### config.mk
export PLATFORM = sky130hd
export DESIGN_NAME = prr_ctrl
export DESIGN_NICKNAME = d
export VERILOG_FILES = /design/src/hw/rtl/prr_pkg.sv /design/src/hw/rtl/prr_ctrl.sv
export SDC_FILE = /design/constraint.sdc
export NUM_CORES = 1
export LEC_CHECK = 0
export BUFFER_PORTS_ARGS = -buffer_cell sky130_fd_sc_hd__buf_2
export CAP_MARGIN = 20
export CORE_AREA = 5 5 48 50
export DETAILED_ROUTE_END_ITERATION = 6
export DIE_AREA = 0 0 53 55
export PLACE_DENSITY = 0.8
export SYNTH_ARGS = -nofsm -noshare
export SYNTH_HDL_FRONTEND = slang
export SYNTH_SLANG_ARGS = --single-unit
### constraint.sdc
create_clock -name clk -period 5.5 [get_ports clk]
set_input_delay 0.55 -clock clk [delete_from_list [all_inputs] [get_ports clk]]
set_output_delay 0.55 -clock clk [all_outputs]
set_load 0.02 [all_outputs]
### src/hw/rtl/prr_pkg.sv
// Package for the link-ranking engine: sizes, codes, controller states and the
// command/status structs between controller and datapath. No dependencies.
package prr_pkg;

	localparam int MAX_PAGES = 1024;
	localparam int MAX_EDGES = 8192;
	localparam int PAGE_W    = 10;
	localparam int EDGE_AW   = $clog2(MAX_EDGES);
	localparam int ECNT_W    = EDGE_AW + 1;
	localparam int DEG_W     = ECNT_W;
	localparam int NPG_W     = 11;
	localparam int SCORE_W   = 32;
	localparam int DIV_W     = 48;
	localparam int EDGE_W    = 2 * PAGE_W;

	typedef enum logic [1:0] {
		KIND_CLEAR = 2'd0,
		KIND_ADD   = 2'd1,
		KIND_RUN   = 2'd2,
		KIND_READ  = 2'd3
	} kind_t;

	typedef enum logic [1:0] {
		STAT_OK    = 2'd0,
		STAT_FULL  = 2'd1,
		STAT_RANGE = 2'd2
	} stat_t;

	typedef enum logic [1:0] {
		CFG_PAGES = 2'd0,
		CFG_DAMP  = 2'd1,
		CFG_EPS   = 2'd2,
		CFG_MAXIT = 2'd3
	} cfg_idx_t;

	typedef enum logic [4:0] {
		OP_NONE, OP_LATCH, OP_CHECK, OP_CLR, OP_ADD_RD, OP_ADD_WR, OP_RD_ADDR,
		OP_RD_TAKE, OP_RESP, OP_START_DIV, OP_START_SET, OP_FILL, OP_BASE_DIV,
		OP_BASE_SET, OP_ACC_INIT, OP_E_RD, OP_E_SRC, OP_E_MUL, OP_E_SKIP,
		OP_E_DIV, OP_E_ACC, OP_U_RD, OP_U_SQ, OP_U_ADD, OP_CONV
	} op_t;

	typedef enum logic [4:0] {
		S_INIT, S_IDLE, S_CHK, S_CLR, S_ADD_RD, S_ADD_WR, S_RD_ADDR, S_RD_TAKE,
		S_RESP, S_START, S_START_W, S_FILL, S_STEP, S_BASE_W, S_ACC_INIT,
		S_E0, S_E1, S_E2, S_E3, S_E4, S_UPD, S_U1, S_U2, S_CONV
	} state_t;

	typedef struct packed {
		op_t  op;
		logic in_ready;
	} cmd_t;

	typedef struct packed {
		kind_t kind;
		logic  stat_bad;
		logic  idx_last;
		logic  clr_last;
		logic  edge_end;
		logic  edge_skip;
		logic  div_done;
		logic  conv_hit;
		logic  iter_last;
		logic  out_free;
	} st_t;

endpackage

### src/hw/rtl/prr_ctrl.sv
// Controller state machine: sequences graph loads, score reads and the power
// iteration. Depends on prr_pkg for states, commands and status.
module prr_ctrl (
	input  logic           clk,
	input  logic           arst_n,
	input  logic           in_valid,
	input  prr_pkg::st_t   st,
	output prr_pkg::cmd_t  cmd
);
	import prr_pkg::*;

	state_t state_q, state_d;

	always_ff @(posedge clk or negedge arst_n) begin
		if (!arst_n) begin
			state_q <= S_INIT;
		end else begin
			state_q <= state_d;
		end
	end

	always_comb begin
		state_d      = state_q;
		cmd.op       = OP_NONE;
		cmd.in_ready = 1'b0;
		unique case (state_q)
			S_INIT: begin
				cmd.op = OP_CLR;
				if (st.clr_last) state_d = S_IDLE;
			end
			S_IDLE: begin
				cmd.in_ready = 1'b1;
				if (in_valid) begin
					cmd.op  = OP_LATCH;
					state_d = S_CHK;
				end
			end
			S_CHK: begin
				cmd.op = OP_CHECK;
				unique case (st.kind)
					KIND_CLEAR: state_d = S_CLR;
					KIND_ADD:   state_d = S_ADD_RD;
					KIND_RUN:   state_d = S_START;
					KIND_READ:  state_d = S_RD_ADDR;
					default:    state_d = S_RESP;
				endcase
			end
			S_CLR: begin
				cmd.op = OP_CLR;
				if (st.clr_last) state_d = S_RESP;
			end
			S_ADD_RD: begin
				if (st.stat_bad) begin
					state_d = S_RESP;
				end else begin
					cmd.op  = OP_ADD_RD;
					state_d = S_ADD_WR;
				end
			end
			S_ADD_WR: begin
				cmd.op  = OP_ADD_WR;
				state_d = S_RESP;
			end
			S_RD_ADDR: begin
				if (st.stat_bad) begin
					state_d = S_RESP;
				end else begin
					cmd.op  = OP_RD_ADDR;
					state_d = S_RD_TAKE;
				end
			end
			S_RD_TAKE: begin
				cmd.op  = OP_RD_TAKE;
				state_d = S_RESP;
			end
			S_RESP: begin
				if (st.out_free) begin
					cmd.op  = OP_RESP;
					state_d = S_IDLE;
				end
			end
			S_START: begin
				cmd.op  = OP_START_DIV;
				state_d = S_START_W;
			end
			S_START_W: begin
				if (st.div_done) begin
					cmd.op  = OP_START_SET;
					state_d = S_FILL;
				end
			end
			S_FILL: begin
				cmd.op = OP_FILL;
				if (st.idx_last) state_d = S_STEP;
			end
			S_STEP: begin
				cmd.op  = OP_BASE_DIV;
				state_d = S_BASE_W;
			end
			S_BASE_W: begin
				if (st.div_done) begin
					cmd.op  = OP_BASE_SET;
					state_d = S_ACC_INIT;
				end
			end
			S_ACC_INIT: begin
				cmd.op = OP_ACC_INIT;
				if (st.idx_last) state_d = S_E0;
			end
			S_E0: begin
				if (st.edge_end) begin
					state_d = S_UPD;
				end else begin
					cmd.op  = OP_E_RD;
					state_d = S_E1;
				end
			end
			S_E1: begin
				cmd.op  = OP_E_SRC;
				state_d = S_E2;
			end
			S_E2: begin
				if (st.edge_skip) begin
					cmd.op  = OP_E_SKIP;
					state_d = S_E0;
				end else begin
					cmd.op  = OP_E_MUL;
					state_d = S_E3;
				end
			end
			S_E3: begin
				cmd.op  = OP_E_DIV;
				state_d = S_E4;
			end
			S_E4: begin
				if (st.div_done) begin
					cmd.op  = OP_E_ACC;
					state_d = S_E0;
				end
			end
			S_UPD: begin
				cmd.op  = OP_U_RD;
				state_d = S_U1;
			end
			S_U1: begin
				cmd.op  = OP_U_SQ;
				state_d = S_U2;
			end
			S_U2: begin
				cmd.op  = OP_U_ADD;
				state_d = st.idx_last ? S_CONV : S_UPD;
			end
			S_CONV: begin
				cmd.op  = OP_CONV;
				state_d = (st.conv_hit || st.iter_last) ? S_RESP : S_STEP;
			end
			default: state_d = S_IDLE;
		endcase
	end

	a_ready_only_idle: assert property (@(posedge clk) disable iff (!arst_n)
		cmd.in_ready |-> state_q == S_IDLE) else $error("ready outside idle");
	a_resp_needs_room: assert property (@(posedge clk) disable iff (!arst_n)
		cmd.op == OP_RESP |-> st.out_free) else $error("response without room");
	a_latch_to_check: assert property (@(posedge clk) disable iff (!arst_n)
		cmd.op == OP_LATCH |=> state_q == S_CHK) else $error("latch not followed by check");
endmodule

==> metrics.txt, run 1 <==
status finished, final reports clean; biggest regs state_q x5; Final Hold Fails 0; CP Depth 6; Synth Instances 141; port buffer count 19; CTS sink cnt 5; drt first pass iters 4; WP buf/inv 1; Clock Path Buffers 2; critical path type register to output port; critical path, cell by cell nand2b_4, o21ai_0, a21oi_1, o22ai_1, or3_1, buf_2; CP Capture Type output port; flop2flop setup slack 3.20 ns; total negative setup slack 0 ns; vias in the first global route 997; initial antenna violation count 0; CP delay by family, top flip-flops; r2r endpoint state_q[2]$_DFFE_PN0P_; post-synth net total 159; Num CTS Buffers 3; Avg Cell Area, Syn 7.07 um2; PostCTS Resize Cnt 0; Reg with most FFs state_q; leading area contributor after synthesis dfrtp_1; max reg flops 5; fmax 360 MHz; CTS tree yes; row count 16; Clk Latency, worst-skew pair 0.24 ns; vias per cell 6.46; CTS Root Cell clkbuf_4; # setup viols final 0; Final WS setup 2.72 ns; DIE AREA 2920 um2; FF+latch count, synth 5; yosys warns 0; crit path max-delay cell type dfrtp_1; max_slew headroom 38.5%; largest cells by area after synthesis dfrtp_1 13%, o21ai_0 7.0%, a21oi_1 5.0%; RSZ-0062 raised after global routing false; pre-CTS WS 3.01 ns; wirelength, routed 2730 um; Remaining Overflow, GRT 0; Worst R2R Path Depth 5; DRC viols 0; post-DP HPWL 1960 um; GPL Wtd Cong 0.877; largest net degree at the start of global routing 35; Initial Utilization 53.6%; post-synth top area share 12.5%; Power Dens Cells 480 nW/um2; layout cells sized above 1 18.0%; clk slew on worst S/H paths 0.05 ns; first-pass GRT wire length 4400 um; Worst Setup Start Kind register; Seq/Total Area, Yosys 12.5%; H-tree Lvls 1; fin crit share 50.5%; CP max FO 27; CTS Hold Buffers Added 0; worst-margin pin slew 0.923 ns; WP data required 4.95 ns; die height 55 um; leak pwr 0.434 nW; Worst Hold Class input port to asynchronous set/reset pin; WL per Instance 15.4 um; Critical Path Max Stage Delay 0.82 ns; min Tclk post-route 2.78 ns; Slew Limit Fails 0; number of routed nets with antenna violations 0; postcts setup bufs 0; Mapped Area 997 um2; Post-synth ARST share 100%; io pins 20; Top FF cell, synth dfrtp_1; most numerous cell in the Yosys netlist o21ai_0; library cells used by synthesis 48; ant diodes 0; Via Count 1,144; total track usage 19.6%; nets 169; commonest cells in the netlist 14 x o21ai_0, 10 x a21oi_1, 10 x nor2_1; Layout Skew 0.00232 ns; peak supply drop 0.276 mV; die extent in x 53 um; number of synthesized flops with an enable pin 0; CP Data Arrival Time 2.23 ns; Synth-to-Final Area Change 7.65%; Max-Cap Viols 0; core area 1860 um2; 1st-iter DRT viols 79; worst r2r src state_q[0]$_DFFE_PN0P_
-- routing by layer --
metal,wire (um),GRT usage [%]
met5,0,0
met4,37,6.38
met1,1150,26.3
met2,1250,31.8
met3,289,3.49
-- power breakdown --
group | leakage, nW | internal (mW) | total (mW) | switching [mW]
logic | 0.353 | 0.158 | 0.353 | 0.195
clock network | 0.0150 | 0.0274 | 0.0426 | 0.0152
registers | 0.0652 | 0.0480 | 0.120 | 0.0719
total | 0.434 | 0.233 | 0.515 | 0.282
-- through the flow --
step | hold WS (ns) | instance area, um2 | std cells | power (mW) | util [%]
final | 0.113 | 1070 | 177 | 0.515 | 57.7
after global routing | 0.105 | 1070 | 177 | 0.559 | 57.7
after CTS | 0.113 | 1070 | 177 | 0.511 | 57.7
after detailed placement | 0.366 | 1050 | 173 | 0.466 | 56.3
after global placement | 0.362 | 1050 | 173 | 0.459 | 56.3
after floorplan | 0.254 | 997 | 141 | 0.403 | -
-- final cells by class --
cell class / count / area, um2
tap: 27 / 33.8
clock buffer: 4 / 26.3
sequential: 5 / 125
multi-input combinational: 117 / 774
timing repair buffer: 19 / 95.1
inverter: 5 / 18.8
fill: 183 / 788
-- worst register-to-register path, delay by kind of cell, from the launching register on --
family          cells  cell delay, ns
compound gates      1            0.27
flops               1            0.82
mux                 2            0.68
simple gates        2            0.40
-- how the worst max path moves through the flow --
stage	endpoint	startpoint	slack [ns]
final	cmd[2]	state_q[0]$_DFFE_PN0P_	2.72
after floorplan	cmd[3]	state_q[0]$_DFFE_PN0P_	3.36
after global placement	cmd[2]	state_q[0]$_DFFE_PN0P_	3.06
after global routing	cmd[2]	state_q[0]$_DFFE_PN0P_	2.61
after detailed placement	cmd[2]	state_q[0]$_DFFE_PN0P_	3.01
after CTS	cmd[2]	state_q[0]$_DFFE_PN0P_	2.76
-- placed cells by master, fill, tap and decap left out, drive strengths merged, types with 3 or more instances in the layout --
cell     n
nor3     7
nand2    9
nand2b   6
o211ai   3
o21ai   17
nand4    3
clkbuf   4
nand3    3
buf     19
a21oi   10
nor2b    4
o22ai    4
nor4     3
inv      5
o31ai    4
dfrtp    5
ha       4
nor2    10
mux2     3
-- cell families (layout without fill, tap and decap cells) --
group                      Yosys count  after routing  synth area share [%]
AOI/OAI and AO/OA                   52             52                  35.3
xor gates and xnor gates             1              1                 0.878
adders and majority gates            4              4                  5.02
buffers and inverters               19             28                  9.79
DFF                                  5              5                  12.5
muxes                                4              4                  4.77
and+or+nand+nor                     56             56                  31.7
No activity file was read; power rests on OpenSTA's default activity.
==> run 2, diff against run 1 <==
--- a/config.mk
+++ b/config.mk
@@ -7,10 +7,10 @@
 export LEC_CHECK = 0
 export BUFFER_PORTS_ARGS = -buffer_cell sky130_fd_sc_hd__buf_2
 export CAP_MARGIN = 20
-export CORE_AREA = 5 5 48 50
+export CORE_AREA = 5 5 49 51
 export DETAILED_ROUTE_END_ITERATION = 6
-export DIE_AREA = 0 0 53 55
-export PLACE_DENSITY = 0.8
+export DIE_AREA = 0 0 54 56
+export PLACE_DENSITY = 0.77
 export SYNTH_ARGS = -nofsm -noshare
 export SYNTH_HDL_FRONTEND = slang
 export SYNTH_SLANG_ARGS = --single-unit
==> constraint.sdc (replaced) <==
create_clock -name clk -period 2.9 [get_ports clk]
set_input_delay 0.29 -clock clk [delete_from_list [all_inputs] [get_ports clk]]
set_output_delay 0.29 -clock clk [all_outputs]
set_load 0.02 [all_outputs]
==> run 2 against run 1 <==
Net effect: die area grew 3.7%; worst hold slack gained 0.26 ns; worst setup slack lost 2.3 ns; routed wire length grew 9.1%; first-iteration DRC count grew 5.1%; register-to-register slack lost 2.5 ns; power grew 95%; clock-buffer cell count is the same; clock power grew 100%; largest cell class unchanged; highest routed layer unchanged.
==> metrics.txt, run 2 (synthesis results as in run 1) <==
Initial Utilization 52.4%; Slew Limit Fails 0; clk slew on worst S/H paths 0.05 ns; post-DP HPWL 2140 um; WP data required 2.61 ns; biggest regs state_q x5; Clk Latency, worst-skew pair 0.25 ns; Remaining Overflow, GRT 0; commonest non-fill, non-tap cell in the layout buf_2; ant diodes 0; H-tree Lvls 1; max reg flops 5; GPL Wtd Cong 0.895; initial antenna violation count 0; nets 172; number of routed nets with antenna violations 0; Num CTS Buffers 3; Layout Skew 0.00323 ns; CTS Root Cell clkbuf_4; Worst Hold Class input port to asynchronous set/reset pin; DIE AREA 3020 um2; total track usage 20.0%; core area 1900 um2; DRC viols 0; wirelength, routed 2980 um; CP Capture Type output port; fin crit share 85.9%; postcts setup bufs 0; WL per Instance 16.6 um; filler cell count 188; port buffer count 19; crit path max-delay cell type dfrtp_1; fmax 401 MHz; largest net degree at the start of global routing 35; most frequent cells in the layout 19 x buf_2, 14 x o21ai_0, 10 x nor2_1, 10 x a21oi_1, 9 x nand2_1; peak supply drop 0.568 mV; CTS sink cnt 5; Final Hold Fails 0; Reg with most FFs state_q; total negative setup slack 0 ns; RSZ-0062 raised after global routing false; Clock Path Buffers 2; drt first pass iters 5; CP Data Arrival Time 2.20 ns; Worst Setup Start Kind register; CP max FO 24; row count 16; layout cells sized above 1 19.0%; area of the multi-input gates 774 um2; vias per cell 6.45; PostCTS Resize Cnt 0; post-layout util 57.8%; critical path, cell by cell nand2b_1, o21ai_0, a21oi_1, o22ai_1, or3_1, buf_2; leak pwr 0.448 nW; io pins 20; Max-Cap Viols 0; vias in the first global route 1,047; Critical Path Max Stage Delay 0.77 ns; Sequential Area 125 um2; CTS tree yes; worst-margin pin slew 0.935 ns; critical path type register to output port; max_slew headroom 37.7%; min Tclk post-route 2.49 ns; Synth-to-Final Area Change 10.2%; Power Dens Cells 914 nW/um2; 1st-iter DRT viols 83; # setup viols final 0; die extent in x 54 um; Via Count 1,161; status finished, final reports clean; first-pass GRT wire length 4730 um; die height 56 um
## run 2: path summary, 6_finish.rpt
check,slack [ns],end,cells after the start,start
setup / recovery,0.41,cmd[2],6,state_q[1]$_DFFE_PN0P_
hold reg to reg,0.94,state_q[1]$_DFFE_PN0P_,2,state_q[1]$_DFFE_PN0P_
hold / removal,0.38,state_q[1]$_DFFE_PN0P_,2,arst_n
setup reg to reg,0.69,state_q[0]$_DFFE_PN0P_,4,state_q[4]$_DFFE_PN0P_
max in group asynchronous,2.39,state_q[2]$_DFFE_PN0P_,2,arst_n
min in group clk,0.45,state_q[3]$_DFFE_PN0P_,4,st[0]
## run 2: critical path, delay by kind of cell, from the launching register on
family	cells	cell delay, ns
AOI/OAI and AO/OA	3	0.37
and+or+nand+nor	2	0.63
DFF	1	0.77
buffers and inverters	1	0.16
## run 2: per-layer routing
layer / GRT usage [%] / wire length, um / vias up
met5: 0 / 0 / -
met4: 5.34 / 38 / 0
met3: 4.29 / 310 / 6
met2: 29.9 / 1400 / 72
met1: 28.5 / 1230 / 523
li1: - / - / 560
## run 2: cell type report
class | count | share of cell area, %
clock buffers | 4 | 2.39
well taps | 27 | 3.08
inverters | 5 | 1.71
multi-input cells | 117 | 70.5
repair buffers | 22 | 10.9
flip-flops and latches | 5 | 11.4
## run 2: per-stage QoR
stage	total power, mW	instance area [um2]	worst slack, ns	hold WS [ns]	cells
after floorplan	0.764	997	1.02	-0.00559	141
after global placement	0.888	1060	0.768	0.104	175
after detailed placement	0.903	1060	0.716	0.107	175
after CTS	0.994	1100	0.447	0.381	180
after global routing	1.09	1100	0.268	0.393	180
final	1.00	1100	0.409	0.377	180
## run 2: repair_timing
action,in CTS,in global routing
hold buffers,1,0
endpoints found under the setup margin,0,0
endpoints found under the hold margin,5,0
## run 2: report_power, final
group	internal [mW]	switching [mW]	leakage [nW]
registers	0.0914	0.123	0.0652
clock network	0.0523	0.0329	0.0150
logic	0.311	0.393	0.368
==> run 3, diff against run 2 <==
--- a/config.mk
+++ b/config.mk
@@ -11,6 +11,7 @@
 export DETAILED_ROUTE_END_ITERATION = 6
 export DIE_AREA = 0 0 54 56
 export PLACE_DENSITY = 0.77
+export REMOVE_ABC_BUFFERS = 1
 export SYNTH_ARGS = -nofsm -noshare
 export SYNTH_HDL_FRONTEND = slang
 export SYNTH_SLANG_ARGS = --single-unit
==> run 3 against run 2 <==
Net effect: first-iteration DRC count fell by 27%; worst hold slack improved by 0.022 ns; final area rose by 0.68%; critical path depth did not move; highest routed layer unchanged; critical endpoint unchanged; routed wire length fell by 9.7%; clock power fell by 8.9%; largest cell class unchanged.
==> metrics.txt, run 3 (synthesis results as in run 1) <==
CTS sink cnt 5; GPL Wtd Cong 0.897; core area 1900 um2; CTS Root Cell clkbuf_4; Power Dens Cells 884 nW/um2; 1st-iter DRT viols 61; CP max FO 27; Layout Skew 0.000535 ns; DRC viols 0; die height 56 um; PostCTS Resize Cnt 0; most frequent cells in the layout 19 x buf_2, 14 x o21ai_0, 10 x nor2_1, 10 x a21oi_1, 9 x nand2_1; Sequential Area 125 um2; Clk Latency, worst-skew pair 0.23 ns; layout cells sized above 1 19.5%; wirelength, routed 2690 um; Initial Utilization 52.4%; area of the multi-input gates 774 um2; Hold WS 0.399 ns; vias per cell 6.33; initial antenna violation count 0; Worst Hold Class input port to asynchronous set/reset pin; nets 173; fmax 396 MHz; io pins 20; Placed Cells incl. Taps 176; critical path type register to output port; leak pwr 0.454 nW; worst-margin pin slew 0.784 ns; CP Capture Type output port; Non-Filler Instances 181; biggest regs state_q x5; status finished, final reports clean; Num CTS Buffers 3; min Tclk post-route 2.52 ns; largest net degree at the start of global routing 28; first-pass GRT wire length 4910 um; Synth-to-Final Area Change 10.9%; max reg flops 5; Max-Cap Viols 0; commonest non-fill, non-tap cell in the layout buf_2; total track usage 20.3%; DIE AREA 3020 um2; number of routed nets with antenna violations 0; peak supply drop 0.434 mV; Clock Path Buffers 2; Reg with most FFs state_q; WP data required 2.61 ns; CTS tree yes; post-DP HPWL 1980 um; Slew Limit Fails 0; Remaining Overflow, GRT 0; vias in the first global route 1,141; port buffer count 19; row count 16; ant diodes 0; die extent in x 54 um; fin crit share 87.0%; total negative setup slack 0 ns; drt first pass iters 5; RSZ-0062 raised after global routing false; Via Count 1,145; max_slew headroom 47.8%; WL per Instance 14.9 um; Worst Setup Start Kind register; Final Hold Fails 0; clk slew on worst S/H paths 0.04 ns; CP Data Arrival Time 2.23 ns; H-tree Lvls 1; # setup viols final 0; filler cell count 188
==> run 3: changes by cell type in the layout (fill, tap and decap cells not counted), sizes merged <==
cell  delta
buf      +1
==> run 3: layer usage <==
metal,vias up,track usage [%],share of wire (%)
met4,0,5.34,0.33
met2,51,31.1,49
met3,3,3.49,6.6
met1,531,28.6,44
met5,-,0,0
li1,560,-,-
==> run 3: area by class of cell <==
type / count / share of cell area (%)
well taps: 27 / 3.05
repair buffers: 23 / 11.5
multi-input cells: 117 / 70.0
clock buffers: 4 / 2.38
flip-flops and latches: 5 / 11.3
inverters: 5 / 1.70
==> run 3: worst paths after layout <==
kind	start	endpoint	slack (ns)	cells past startpoint
worst min register to register	state_q[3]$_DFFE_PN0P_	state_q[3]$_DFFE_PN0P_	0.83	2
min in group clk	st[0]	state_q[3]$_DFFE_PN0P_	0.48	4
worst min-delay path	arst_n	state_q[3]$_DFFE_PN0P_	0.40	2
worst max-delay path	state_q[0]$_DFFE_PN0P_	cmd[2]	0.38	6
max in group asynchronous	arst_n	state_q[1]$_DFFE_PN0P_	2.38	2
worst max register to register	state_q[0]$_DFFE_PN0P_	state_q[0]$_DFFE_PN0P_	0.62	5
==> run 3: metrics by stage <==
| stage | total power, mW | instance area [um2] | utilization [%] | setup slack (ns) |
|---|---|---|---|---|
| 2_1_floorplan | 0.701 | 918 | - | 0.947 |
| 3_3_place_gp | 0.874 | 1070 | 56.3 | 0.710 |
| 3_5_place_dp | 0.887 | 1070 | 56.3 | 0.648 |
| 4_1_cts | 0.972 | 1110 | 58.2 | 0.427 |
| 5_1_grt | 1.08 | 1110 | 58.2 | 0.181 |
| 6_report | 0.978 | 1110 | 58.2 | 0.377 |
==> run 3: worst max-delay path, stage by stage, from the launching register on <==
cell,delay (ns)
dfrtp_1,0.84
nand2b_4,0.32
o21ai_0,0.11
a21oi_1,0.17
o22ai_1,0.10
or3_1,0.29
buf_2,0.16
==> run 3: what timing repair did <==
item                                    CTS  global route
endpoints found under the setup margin    0             0
endpoints found under the hold margin     5             0
hold buffers                              1             0
buffers inserted                          0             0
==> run 3: power breakdown <==
group	switching [mW]	internal (mW)	total, mW
Combinational	0.379	0.310	0.689
Sequential	0.119	0.0916	0.211
Clock	0.0257	0.0518	0.0776
Total	0.524	0.453	0.978
